$ cat src/rtl/glg_ram.sv
module glg_ram #(
  parameter int DEPTH = 64,
  parameter int WIDTH = 64,
  parameter int AW    = (DEPTH > 1) ? $clog2(DEPTH) : 1
) (
  input  logic             clk,
  input  logic             we,
  input  logic [AW-1:0]    waddr,
  input  logic [WIDTH-1:0] wdata,
  input  logic [AW-1:0]    raddr,
  output logic [WIDTH-1:0] rdata
);

  logic [WIDTH-1:0] mem [DEPTH];

  always_ff @(posedge clk) begin
    if (we) begin
      mem[waddr] <= wdata;
    end
    rdata <= mem[raddr];
  end

endmodule

$ cat config.mk
export PLATFORM = sky130hd
export DESIGN_NAME = glg_ram
export DESIGN_NICKNAME = d
export VERILOG_FILES = /design/src/rtl/glg_ram.sv
export SDC_FILE = /design/constraint.sdc
export NUM_CORES = 2
export LEC_CHECK = 0
export BUFFER_PORTS_ARGS = -buffer_cell sky130_fd_sc_hd__buf_2
export CAP_MARGIN = 10
export CORE_ASPECT_RATIO = 1.4
export CORE_UTILIZATION = 40
export DETAILED_ROUTE_END_ITERATION = 16
export GPL_TIMING_DRIVEN = 0
export SLEW_MARGIN = 20
export SYNTH_ARGS = -nofsm -noshare
export SYNTH_HDL_FRONTEND = slang
export SYNTH_SLANG_ARGS = --single-unit
$ cat constraint.sdc
create_clock -name clk -period 7.37 [get_ports clk]
set_clock_uncertainty 0.2 [all_clocks]
set_input_delay 0.737 -clock clk [delete_from_list [all_inputs] [get_ports clk]]
set_output_delay 0.737 -clock clk [all_outputs]
set_load 0.005 [all_outputs]
Yosys cells after proc, flatten, opt, wreduce, memory -nomap -nowiden --
Memories as Yosys holds them, arrays and structs flattened. A register that Yosys moved wholly into a read port is not among the register bits. Index checks and enable logic that the tools add are counted. Widths: inputs -> output; s select.
Operators by class: muxes and demuxes 2
Operators with widths (count):
- $mux 1 | 2
Word-level totals: bits in registers 0, RAM bits 4096, input bits 78, logic and storage cells 3, memories 1
Memory list:
- mem | depth 64, bits a word 64, read ports 1, clocked after Yosys merged registers in 1, wr ports 1, RTL line 14 | logic [WIDTH-1:0] mem [DEPTH];

Logic depth before layout (Yosys ltp) --
depth in word-level cells 2, mapped depth 9, mapped depth without buffers 5

Worst setup path before layout --
Ideal clock, no wire load.
path kind in2reg, start input port waddr[3], end memory mem[48][0], enable pin, setup time 0.564 ns, arrival 5.609 ns, required time 6.606 ns, setup slack 0.997 ns, stages 4, buffers on the path 1, cells stage by stage clkbuf_1 nor2b_1 nand4b_1 nor3_1
RTL lines:
- from (decl) | RTL line 8 | input logic [AW-1:0] waddr,
- to (decl) | RTL line 14
Straight into the memory's write port.

==> impl_metrics.xml <==
<?xml version="1.0" encoding="UTF-8"?>
<metrics>
  <group name="route">
    <metric name="average_wire_length_per_cell_after_detail_routing" unit="um">33.9</metric>
    <metric name="routed-via-count" unit="">74900</metric>
    <metric name="antenna_violating_nets_post_route" unit="">0</metric>
    <metric name="drt_iter0_markers" unit="">8819</metric>
    <metric name="drt-pass1-iter-count" unit="">6</metric>
    <metric name="vias_per_cell" unit="">5.81</metric>
    <metric name="routed_wirelength" unit="mm">437</metric>
    <metric name="post-route-drc-count" unit="">0</metric>
  </group>
  <group name="sta">
    <metric name="layout_min_cycle_time" unit="ns">4.48</metric>
    <metric name="fin_hold_ws" unit="ns">0.0173</metric>
    <metric name="max_freq" unit="GHz">0.223</metric>
    <metric name="setup-violations-final" unit="">0</metric>
    <metric name="slew_headroom" unit="%">19.5</metric>
    <metric name="fin_setup_tns" unit="ns">0</metric>
    <metric name="worst_slew_pin_slew" unit="ns">1.21</metric>
    <metric name="finalCritPeriodShare" unit="%">60.8</metric>
    <metric name="setup_repair_after_global_routing_missed_its_margin" unit="">false</metric>
    <metric name="finalHoldViolations" unit="">0</metric>
    <metric name="final-max-slew-violation-count" unit="">0</metric>
  </group>
  <group name="power_and_ir_drop">
    <metric name="power.leakage" unit="nW">56.5</metric>
    <metric name="ratio_of_total_power_to_cell_area" unit="nW/um^2">266</metric>
    <metric name="total_power" unit="mW">48.4</metric>
    <metric name="sequentialPowerShare" unit="%">54.2</metric>
    <metric name="power.switching_fraction" unit="%">21.7</metric>
    <metric name="power_switching" unit="mW">10.5</metric>
    <metric name="irDropWorstVdd" unit="mV">0.189</metric>
    <metric name="combPwrFrac" unit="%">5.3</metric>
    <metric name="internal-power" unit="mW">37.9</metric>
    <metric name="pwr-share-clk" unit="%">40.5</metric>
  </group>
  <group name="setup_path">
    <metric name="cp_cell_sequence" unit="">buf_4, buf_2, buf_2, mux4_2, mux2i_1, o22ai_1, a31oi_1, a211oi_1</metric>
    <metric name="startpoint_type" unit="">input port</metric>
    <metric name="worstPathMaxFanout" unit="">10</metric>
    <metric name="timing_worst_setup_path_type" unit="">in -&gt; reg</metric>
    <metric name="worst-endpoint-required" unit="ns">7.84</metric>
    <metric name="critical_path_arrival" unit="ns">4.95</metric>
    <metric name="cpMaxStageDelayCell" unit="">sky130_fd_sc_hd__a31oi_1</metric>
    <metric name="cp_slowest_stage_delay" unit="ns">0.98</metric>
    <metric name="cpMostUsedCell" unit="">sky130_fd_sc_hd__buf_2</metric>
    <metric name="cp.buffers_inverters" unit="">3</metric>
    <metric name="critPathTopFamily" unit="">buffers and inverters</metric>
    <metric name="crit_path_end_kind" unit="">flip-flop</metric>
  </group>
  <group name="synth">
    <metric name="ys_types" unit="">33</metric>
    <metric name="synthesis.yosys.warnings" unit="">0</metric>
    <metric name="ys_ff_latch" unit="">4160</metric>
    <metric name="synth_edf_count" unit="">4096</metric>
    <metric name="synth.yosys.seq_area_share" unit="%">79.5</metric>
    <metric name="postSynthCellCount" unit="">6598</metric>
    <metric name="synth.net_count" unit="">6676</metric>
    <metric name="async_flop_share" unit="%">0</metric>
    <metric name="synth_area" unit="um^2">156000</metric>
    <metric name="post_synth_top_flop" unit="">sky130_fd_sc_hd__edfxtp_1</metric>
    <metric name="post_syn_area_per_cell" unit="um^2">23.7</metric>
  </group>
  <group name="clocking">
    <metric name="tritoncts_num_sinks" unit="">4160</metric>
    <metric name="ctsResizeCount" unit="">0</metric>
    <metric name="htree_levels" unit="">5</metric>
    <metric name="post-cts-setup-buffer-count" unit="">0</metric>
    <metric name="tritoncts" unit="">yes</metric>
    <metric name="hold_bufs_at_cts" unit="">0</metric>
    <metric name="clock_latency" unit="ns">0.96</metric>
    <metric name="cts_buffers" unit="">376</metric>
    <metric name="clk_root_buffer_cell" unit="">sky130_fd_sc_hd__clkbuf_16</metric>
    <metric name="clkSlewWorstSetupHoldPaths" unit="ns">0.07</metric>
    <metric name="cts_max_path_buffers" unit="">4</metric>
  </group>
  <group name="layout">
    <metric name="most_common_cell_after_layout_fill_and_taps_aside" unit="">sky130_fd_sc_hd__edfxtp_1</metric>
    <metric name="area_growth" unit="%">16.5</metric>
    <metric name="fin_nets" unit="">7460</metric>
    <metric name="finish.instance_area" unit="um^2">182000</metric>
    <metric name="most-common-layout-cells" unit="">4096 x sky130_fd_sc_hd__edfxtp_1, 1024 x sky130_fd_sc_hd__mux4_2, 381 x sky130_fd_sc_hd__clkbuf_16</metric>
    <metric name="area.sequential" unit="um^2">124000</metric>
    <metric name="n_fill_cell" unit="">31400</metric>
    <metric name="layout-drive-gt1-share" unit="%">29.8</metric>
    <metric name="multi_input_area" unit="um^2">30700</metric>
    <metric name="fin_util" unit="%">46.8</metric>
  </group>
  <group name="placed_design">
    <metric name="dp.final_hpwl" unit="mm">301</metric>
    <metric name="routabilityCongestion" unit="">0.832</metric>
    <metric name="postPlaceCellArea" unit="um^2">170000</metric>
    <metric name="io_buffers" unit="">133</metric>
  </group>
  <group name="grt">
    <metric name="grt_start_max_net_pins" unit="">65</metric>
    <metric name="grt_pass1_wl" unit="mm">606</metric>
    <metric name="gr-usage-all-layers" unit="%">22.1</metric>
    <metric name="grt_antenna_before_repair" unit="">33</metric>
    <metric name="overflow" unit="">0</metric>
    <metric name="number_of_global_route_vias_before_repair" unit="">77600</metric>
  </group>
  <group name="worst_hold_path">
    <metric name="timing.hold.worst.class" unit="">in -&gt; reg</metric>
  </group>
  <group name="die">
    <metric name="io_pins" unit="">142</metric>
    <metric name="core_area" unit="um^2">389000</metric>
    <metric name="rows" unit="">271</metric>
    <metric name="die_area" unit="um^2">393000</metric>
    <metric name="effective_utilization_at_floorplan" unit="%">40.2</metric>
    <metric name="floorplan.die.width" unit="um">530</metric>
    <metric name="die_height" unit="um">742</metric>
  </group>
  <group name="status">
    <metric name="run_status" unit="">completed</metric>
  </group>
  <group name="flow_run">
    <metric name="drv_cap" unit="">0</metric>
  </group>
</metrics>
==> area by class of cell <==
cell class / count / share of cell area, %
Inverter: 19 / 0.0392
Clock buffer: 470 / 5.45
Antenna cell: 20 / 0.0275
Buffer: 370 / 0.980
Timing Repair Buffer: 406 / 3.61
Tap cell: 5187 / 3.56
Sequential cell: 4160 / 68.2
Multi-Input combinational cell: 2049 / 16.9
Clock inverter: 217 / 1.21
==> per-layer routing <==
layer	part of all wire (%)	routed length, um	GRT usage (%)
met1	36	156000	27.0
met2	52	230000	39.0
met3	7.2	31500	3.27
met4	4.6	20100	9.48
met5	0.012	52	0
==> path summary, 6_finish.rpt <==
path / startpoint / end / slack, ns / cells after the start
worst max-delay path: raddr[0] / rdata[38] / 2.89 / 8
worst min-delay path: wdata[9] / mem[49][9] / 0.02 / 1
worst max register to register: mem[58][38] / rdata[38] / 4.15 / 5
worst min register to register: mem[55][32] / rdata[32] / 0.70 / 4
==> cell usage after synthesis (all sizes together), types with 3 or more instances <==
cell type,instances,area share [%]
edfxtp,4096,79
mux4,1024,15
buf,230,0.80
a22oi,168,0.81
clkbuf,140,0.34
mux2i,135,0.86
nor2,112,0.27
a22o,88,0.49
o22ai,83,0.33
and3,64,0.26
dfxtp,64,0.82
a211oi,63,0.30
nand2,58,0.14
nand3,45,0.14
o221ai,38,0.21
or3,29,0.12
nor2b,28,0.11
or2,28,0.11
a41oi,26,0.15
a2bb2oi,19,0.11
inv,19,0.046
a31oi,18,0.072
nand2b,11,0.044
and2,3,0.012
==> state kept, by name, summed over array words and instances, names as in the netlist <==
register,count
rdata,64
mem,4096
==> cells by family after synthesis <==
logic type,synth area share [%]
flops,79.5
compound gates,2.48
simple gates,1.24
mux,15.6
buf+inv,1.18
==> metrics by stage <==
step | worst slack (ns) | std cells
global placement | -6.15 | 11900
global route | 3.11 | 12900
finish | 2.89 | 12900
floorplan | 0.997 | 6598
CTS | 2.98 | 12900
detailed placement | 1.99 | 12200
==> power groups by stage <==
stage | registers, mW | logic [mW] | clock network [mW]
floorplan | 26.7 | 1.22 | 0
global placement | 26.8 | 2.45 | 0
detailed placement | 26.8 | 2.57 | 0
CTS | 26.2 | 2.58 | 19.9
global route | 26.2 | 2.67 | 20.7
finish | 26.2 | 2.57 | 19.6
No activity file was read; power rests on OpenSTA's default activity.
