File: config.mk
export PLATFORM = sky130hd
export DESIGN_NAME = glg_cell_unit
export DESIGN_NICKNAME = d
export VERILOG_FILES = /design/src/rtl/glg_pkg.sv /design/src/rtl/glg_cell_unit.sv
export SDC_FILE = /design/constraint.sdc
export NUM_CORES = 1
export LEC_CHECK = 0
export BUFFER_PORTS_ARGS = -buffer_cell sky130_fd_sc_hd__buf_2
export CAP_MARGIN = 20
export CORE_MARGIN = 2
export CORE_UTILIZATION = 37
export DETAILED_ROUTE_END_ITERATION = 12
export PLACE_DENSITY = 0.69
export SETUP_SLACK_MARGIN = 0.1
export SLEW_MARGIN = 20
export SYNTH_ARGS = -nofsm -noshare
export SYNTH_HDL_FRONTEND = slang
export SYNTH_SLANG_ARGS = --single-unit
export TNS_END_PERCENT = 10
File: constraint.sdc
create_clock -name vclk -period 10.25
set_input_delay 2.05 -clock vclk [all_inputs]
set_output_delay 2.05 -clock vclk [all_outputs]
set_load 0.05 [all_outputs]
File: src/rtl/glg_pkg.sv
package glg_pkg;

  localparam int MAX_ROWS = 64;
  localparam int MAX_COLS = 64;
  localparam int ROW_W    = (MAX_ROWS > 1) ? $clog2(MAX_ROWS) : 1;
  localparam int COL_W    = (MAX_COLS > 1) ? $clog2(MAX_COLS) : 1;
  localparam int DIM_W    = 7;
  localparam int CNT_W    = $clog2(MAX_ROWS * MAX_COLS + 1);
  localparam int GEN_W    = 16;
  localparam int NB_W     = 4;

  localparam logic [NB_W-1:0] BIRTH_COUNT = NB_W'(3);
  localparam logic [NB_W-1:0] SURVIVE_LOW = NB_W'(2);
  localparam logic [CNT_W-1:0] CELL_TOTAL = CNT_W'(MAX_ROWS * MAX_COLS);

  typedef logic [MAX_COLS-1:0] row_t;

  typedef enum logic [1:0] {
    MODE_WRITE = 2'd0,
    MODE_READ  = 2'd1,
    MODE_RUN   = 2'd2
  } mode_t;

  typedef enum logic [1:0] {
    STOP_LIMIT  = 2'd0,
    STOP_DIE    = 2'd1,
    STOP_STABLE = 2'd2
  } stop_t;

  typedef enum logic {
    CFG_GRID_ROWS = 1'b0,
    CFG_GRID_COLS = 1'b1
  } cfg_index_t;

  typedef struct packed {
    logic cur;
    logic nxt;
  } cell_eval_t;

  function automatic logic [ROW_W-1:0] last_row_of(logic [DIM_W-1:0] v);
    if (v == '0) return '0;
    if (32'(v) > MAX_ROWS) return ROW_W'(MAX_ROWS - 1);
    return ROW_W'(v - 1'b1);
  endfunction

  function automatic logic [COL_W-1:0] last_col_of(logic [DIM_W-1:0] v);
    if (v == '0) return '0;
    if (32'(v) > MAX_COLS) return COL_W'(MAX_COLS - 1);
    return COL_W'(v - 1'b1);
  endfunction

endpackage

File: src/rtl/glg_cell_unit.sv
module glg_cell_unit (
  input  glg_pkg::row_t              up,
  input  glg_pkg::row_t              mid,
  input  glg_pkg::row_t              dn,
  input  logic [glg_pkg::COL_W-1:0]  col,
  input  logic [glg_pkg::COL_W-1:0]  last_col,
  output glg_pkg::cell_eval_t        eval
);
  import glg_pkg::*;

  logic [COL_W-1:0] cm;
  logic [COL_W-1:0] cp;
  logic [NB_W-1:0]  nb;

  always_comb begin
    cm = (col == '0) ? last_col : col - 1'b1;
    cp = (col == last_col) ? '0 : col + 1'b1;
    nb = NB_W'(up[cm]) + NB_W'(up[col]) + NB_W'(up[cp])
       + NB_W'(mid[cm]) + NB_W'(mid[cp])
       + NB_W'(dn[cm]) + NB_W'(dn[col]) + NB_W'(dn[cp]);
    eval.cur = mid[col];
    if (mid[col]) begin
      eval.nxt = (nb == SURVIVE_LOW) || (nb == BIRTH_COUNT);
    end else begin
      eval.nxt = (nb == BIRTH_COUNT);
    end
  end

endmodule
Word-level counts from Yosys, hierarchy flattened

Index checks and enable logic that the tools add are counted.
W data, S select, Z words.

Register bits: 0
Input bits: 204
Output and inout bits: 2
Word-level logic and storage cells: 38

$add $sub $neg: 9
Order comparisons: 3
Equality and inequality tests: 3
Multiplexer cells: 21
Reductions and logical operators: 2

Operators with widths:

| kind                  | count |
|---|---|
| $bmux W1 S6           | 9 |
| $lt A6 B7 Y1 const B  | 3 |
| $add A4 B1 Y4         | 4 |
| $mux W6               | 2 |
| $mux W1               | 10 |
| $eq A4 B2 Y1 const B  | 2 |
| $add A6 B1 Y6 const B | 1 |
| $eq A6 B6 Y1          | 1 |
| $logic_not A6 Y1      | 1 |
| $sub A6 B1 Y6 const B | 1 |
| $add A3 B1 Y4         | 1 |
| $add A2 B1 Y3         | 1 |
| $add A1 B1 Y2         | 1 |
| $logic_or A1 B1 Y1    | 1 |

Longest topological paths before layout

Gate-level depths: netlist of run 1.

Depth after elaboration: 14
Depth in mapped cells: 26
Gate-level depth less buffers: 20

Least setup slack after synthesis of run 1

No wires, ideal clock.

Path kind: input to output
Start: in col[0] in the netlist's numbering
End: out eval[0] in the netlist's numbering
Arrival: 7.675 ns
Data required time: 8.200 ns
Slack: 0.525 ns
Stages: 22
Buffers on the path: 4
Cells stage by stage: inv_1 buf_1 clkbuf_1 ha_1 nand2b_1 or3_1 nand2_1 buf_2 buf_1 o211ai_1 a31o_1 o22ai_1 a311oi_2 fa_1 inv_1 fa_1 fa_1 inv_1 ha_1 fa_1 o21ai_0 o211a_1

RTL lines:

| what            | line               | text |
|---|---|---|
| start, declared | glg_cell_unit.sv:5 | `input logic [glg_pkg::COL_W-1:0] col,` |
| end, declared   | glg_cell_unit.sv:7 | `output glg_pkg::cell_eval_t eval` |

==> run_results.csv, run 1 <==
group,metric,value,unit
power_and_ir_drop,p_sw,295,µW
timing,fmax,102,MHz
grt,grt_max_degree,83,
worst_setup_path,crit_family,"adder cells",
clock_network,cts_setup_buffers,0,
yosys,syn_area,5720,µm²
route,dr.pass1.iters,5,
floorplan,die_x,128,µm
route,wl_met2,11600,µm
worst_setup_path,end_kind,"primary output",
timing,slew_violations,0,
power_and_ir_drop,power_frac_comb,100.0,%
timing,rsz0062_at_grt,"no",
worst_setup_path,cp-start-kind,"input port",
job,cap_violations,0,
yosys,ys_warn_count,0,
yosys,synth_seq_area_share,0,%
hold_path,hold_path_depth,3,
worst_setup_path,crit_fanout,39,
route,antenna_left,0,
power_and_ir_drop,seq_power_share,0,%
grt,grt_pass1_wl,38500,µm
finish,nets,1108,
timing,finalSetupTns,0,ns
route,drt_iter0_drc,1096,
floorplan,core,15100,µm²
run_status,outcome,"complete, no violations",
route,avgRoutedWirePerCell,23.6,µm
worst_setup_path,cp_cell_sequence,"buf_2, or3_1, or3_1, nand2_4, buf_12, a21o_1, a21oi_1, a311oi_1, nor4_1, a311oi_1, fa_1, inv_1, fa_1, fa_1, inv_1, ha_1, fa_1, o21ai_0, o211a_1, buf_2",
floorplan,die_area,16500,µm²
timing,worst-slew-pin-transition,1.30,ns
power_and_ir_drop,ir_drop,0.134,mV
worst_setup_path,crit_buf_inv,5,
yosys,synth_nets,946,
worst_setup_path,cp.required,8.20,ns
timing,setup_viol,0,
route,routed_wl,25600,µm
worst_setup_path,arrival,7.71,ns
clock_network,cts_resized,0,
worst_setup_path,critPathMaxStageDelay,0.58,ns
worst_setup_path,path_class,"input port to primary output",
hold_path,holdCritPathClass,"input port to primary output",
place,routabilityCongestion,1.04,
yosys,netlist_instances,733,
grt,grt_pass1_vias,6814,
floorplan,ios,206,
place,dp_hpwl,19600,µm
finish,syn2layout_area_growth,19.4,%
timing,hold_viol,0,
timing,finalCritPeriodShare,95.3,%
finish,seqCellArea,0,µm²
place,place_worst_setup_slack,0.576,ns
yosys,ys_types,68,
floorplan,initial_core_util,37.8,%
route,m1WireLength,9910,µm
finish,seq_cell_count,0,
route,route.top_layer_used,"met4",
finish,nClkBuffers,0,
timing,setup_slack,0.485,ns
worst_setup_path,cp_common_cell,"fa_1",
floorplan,chipHeight,128,µm
place,port_buffers,206,
finish,nFillCells,1536,
clock_network,cts_hold_buf,0,
power_and_ir_drop,power_leakage,0.00293,µW
hold_path,holdCritStartpoint,"col[5]",
finish,final_core_util,45.1,%
finish,multiInputGateArea,5250,µm²
route,num_vias,7376,
grt,antenna_found_initial,3,
power_and_ir_drop,p_int,211,µW
route,drc_errors,0,
finish,layout-drive-gt1-share,36.8,%
power_and_ir_drop,p_total,506,µW
grt,grt_usage,29.7,%
power_and_ir_drop,swShare,58.3,%
route,via_per_inst,6.80,
power_and_ir_drop,clockPowerShare,0,%
place,dp_cells,1081,
floorplan,row_count,45,
yosys,avgSynthCellArea,7.80,µm²
timing,max_slew_margin,12.5,%
worst_setup_path,slowest_stage,"or3_1",
route,wl_met3,3020,µm
hold_path,min_to,"eval[1]",
finish,final_cell_count_no_fill,1084,
power_and_ir_drop,power_density,74.1,nW/µm²
timing,period_needed,9.76,ns
grt,gr-total-overflow,0,
## worst max path at each step
| stage | slack (ns) | startpoint | end | cells after the start |
|---|---|---|---|---|
| 2_1_floorplan | 0.53 | col[0] | eval[0] | 22 |
| 3_3_place_gp | 0.65 | col[4] | eval[0] | 20 |
| 3_5_place_dp | 0.58 | col[4] | eval[0] | 20 |
| 4_1_cts | 0.57 | col[4] | eval[0] | 20 |
| 5_1_grt | 0.23 | col[4] | eval[0] | 20 |
| 6_report | 0.49 | col[4] | eval[0] | 20 |
## cells in the final DEF, fill, tap and decap left out, drive strengths merged, types with 6 or more instances in the layout
cell and n:
a21oi 76, nor2 25, buf 237, nand3 29, xnor2 8, nand2 154
a31oi 9, o21ai 29, a211o 9, a221oi 18, mux4 74, a211oi 20
nor3 14, mux2i 49, a311oi 10, a221o 6, o211ai 8, and3 16
inv 12, or3 6
## logic make-up after synthesis
family,after synthesis,share of synthesized area [%]
mux,125,38.1
buf+inv,90,8.49
fa+ha+maj,9,2.49
xor+xnor,12,1.84
compound gates,233,28.6
simple gates,264,20.5
## layer usage
metal,vias to the layer above,track usage [%]
met3,75,4.37
met1,3507,40.2
met2,576,47.8
met5,-,0
li1,3218,-
met4,0,12.2
## tightest hold or removal path: stages
cell and delay [ns]:
buf_2 0.18, mux4_2 0.28, buf_2 0.27
## synthesized netlist by cell type, types with 4 or more instances
cell type	number	area (µm²)
a211o_1	9	78.8
a211oi_1	20	150
a21o_1	5	37.5
a21oi_1	73	365
a221o_1	6	60.1
a221oi_1	18	158
a311oi_1	9	78.8
a31o_1	4	35.0
a31oi_1	9	56.3
a32o_1	4	40.0
and3_1	16	100
buf_1	5	18.8
buf_2	28	140
buf_4	8	60.1
buf_6	11	124
clkbuf_1	25	93.8
fa_1	4	80.1
ha_1	5	62.6
inv_1	12	45.0
mux2i_1	49	490
mux4_2	74	1670
nand2_1	153	574
nand2b_1	4	25.0
nand3_1	29	145
nor2_1	25	93.8
nor3_1	14	70.1
o211ai_1	8	60.1
o21ai_0	23	115
o21ai_1	4	20.0
o22ai_1	5	31.3
or3_1	6	37.5
xnor2_1	8	70.1
xor2_1	4	35.0
## cell type report
type	instances	area share [%]
inverter	13	0.714
antenna	3	0.110
tap	188	3.44
multi-input combinational	643	76.8
timing repair buffer	237	19.0
## through the flow
step           hold slack, ns  area (µm²)
6_report                 4.84        6830
5_1_grt                  4.86        6830
3_3_place_gp             4.83        6820
4_1_cts                  4.83        6820
2_1_floorplan            4.63        5720
3_5_place_dp             4.83        6820
## power groups by stage
stage / clock [µW] / combinational [µW] / sequential, µW
floorplan: 0 / 334 / 0
global placement: 0 / 489 / 0
detailed placement: 0 / 492 / 0
CTS: 0 / 494 / 0
global route: 0.0000392 / 543 / 0
finish: 0.0000392 / 506 / 0
No activity file was read; power rests on OpenSTA's default activity.
==> inputs of run 2 (changes only) <==
Settings changed: CORE_UTILIZATION 37 to 49, MAX_ROUTING_LAYER set to met4, PLACE_DENSITY 0.69 to 0.86, RECOVER_POWER set to 100.
==> run_results.csv, run 2 (synthesized netlist as in run 1, its figures left out) <==
group,metric,value,unit
place,port_buffers,206,
finish,seq_cell_count,0,
clock_network,cts_resized,0,
timing,worst-slew-pin-transition,0.723,ns
worst_setup_path,end_kind,"primary output",
power_and_ir_drop,power_frac_comb,100.0,%
floorplan,die_x,112,µm
timing,setup_viol,0,
worst_setup_path,critPathMaxStageDelay,0.57,ns
power_and_ir_drop,seq_power_share,0,%
finish,n_antenna_cell,0,
hold_path,hold_path_depth,3,
floorplan,ios,206,
power_and_ir_drop,power_leakage,0.00297,µW
power_and_ir_drop,p_sw,299,µW
timing,slew_violations,0,
grt,grt_pass1_vias,7128,
route,num_vias,7561,
power_and_ir_drop,p_total,515,µW
route,via_per_inst,7.26,
power_and_ir_drop,ir_drop,0.238,mV
timing,period_needed,9.76,ns
finish,nets,1114,
floorplan,die_area,12600,µm²
power_and_ir_drop,power_density,75.3,nW/µm²
floorplan,initial_core_util,50.1,%
power_and_ir_drop,swShare,58.1,%
grt,gr-total-overflow,0,
route,routed_wl,25000,µm
grt,grt_usage,39.4,%
worst_setup_path,cp_common_cell,"fa_1",
grt,grt_max_degree,77,
finish,syn2layout_area_growth,19.6,%
worst_setup_path,cp_cell_sequence,"buf_2, or3_1, or3_1, nand2_4, buf_12, mux2i_1, a221oi_1, a211o_1, o22ai_1, a311oi_2, fa_1, inv_1, fa_1, fa_1, inv_1, ha_1, fa_1, o21ai_0, o211a_1, buf_2",
worst_setup_path,cp.required,8.20,ns
run_status,outcome,"complete, no violations",
hold_path,holdCritPathClass,"input port to primary output",
worst_setup_path,cp-start-kind,"input port",
finish,seqCellArea,0,µm²
worst_setup_path,arrival,7.71,ns
finish,final_cell_mix,"buf_2, nand2_1, mux4_2, a21oi_1, mux2i_1",
timing,finalCritPeriodShare,95.2,%
clock_network,cts_hold_buf,0,
route,drc_errors,0,
worst_setup_path,path_class,"input port to primary output",
timing,max_slew_margin,51.6,%
power_and_ir_drop,p_int,216,µW
place,dp_hpwl,18600,µm
power_and_ir_drop,clockPowerShare,0,%
route,dr.pass1.iters,6,
grt,antenna_found_initial,0,
finish,nFillCells,1068,
route,drt_iter0_drc,1156,
job,cap_violations,0,
floorplan,chipHeight,112,µm
finish,layout-drive-gt1-share,37.4,%
finish,nClkBuffers,0,
place,routabilityCongestion,1.03,
clock_network,cts_setup_buffers,0,
timing,hold_viol,0,
worst_setup_path,slowest_stage,"fa_1",
floorplan,core,11400,µm²
finish,final_common_cell,"buf_2",
route,avgRoutedWirePerCell,24.0,µm
timing,rsz0062_at_grt,"no",
route,antenna_left,0,
timing,finalSetupTns,0,ns
floorplan,row_count,39,
grt,grt_pass1_wl,38600,µm
worst_setup_path,crit_fanout,35,
timing,fmax,102,MHz
==> run 2: cell count changes in the layout (fill, tap and decap cells not counted), sizes merged <==
| cell | delta |
|---|---|
| diode | -3 |
| buf | +6 |
==> run 2: layer usage <==
metal | share of wire, % | track usage, % | vias up
met5 | 0 | - | -
met1 | 35 | 50.7 | 3489
met2 | 45 | 61.1 | 712
met3 | 15 | 8.10 | 128
met4 | 5.0 | 15.9 | 0
li1 | - | - | 3232
==> run 2: per-stage QoR <==
step / hold WS (ns) / setup slack, ns / area (µm²) / instances / util, %
floorplan: 4.63 / 0.525 / 5720 / 733 / -
global placement: 4.82 / 0.715 / 6840 / 1042 / 59.9
detailed placement: 4.82 / 0.557 / 6840 / 1042 / 59.9
CTS: 4.82 / 0.551 / 6840 / 1042 / 59.9
global route: 4.86 / 0.282 / 6840 / 1042 / 59.9
finish: 4.84 / 0.490 / 6840 / 1042 / 59.9
==> run 2: power by group through the flow <==
stage	sequential [µW]	combinational, µW	clock, µW
detailed placement	0	498	0
floorplan	0	334	0
global route	0	551	0
finish	0	515	0
global placement	0	488	0
CTS	0	500	0
==> run 2: path summary, 6_finish.rpt <==
check / startpoint / to / slack, ns
setup / recovery: col[4] / eval[0] / 0.49
hold / removal: col[5] / eval[1] / 4.84
==> run 2: cell type report <==
cell class | count | area [µm²] | share of cell area (%)
Timing Repair Buffer | 243 | 1370 | 19.9
Inverter | 13 | 48.8 | 0.713
Multi-Input combinational cell | 643 | 5250 | 76.7
Tap cell | 143 | 179 | 2.61
==> run 2: worst max-delay path, delay by kind of cell <==
family | cells | cell delay (ns)
muxes | 1 | 0.22
buffers and inverters | 5 | 0.81
and+or+nand+nor | 3 | 1.31
AOI/OAI and AO/OA | 6 | 1.09
adders and majority gates | 5 | 2.21
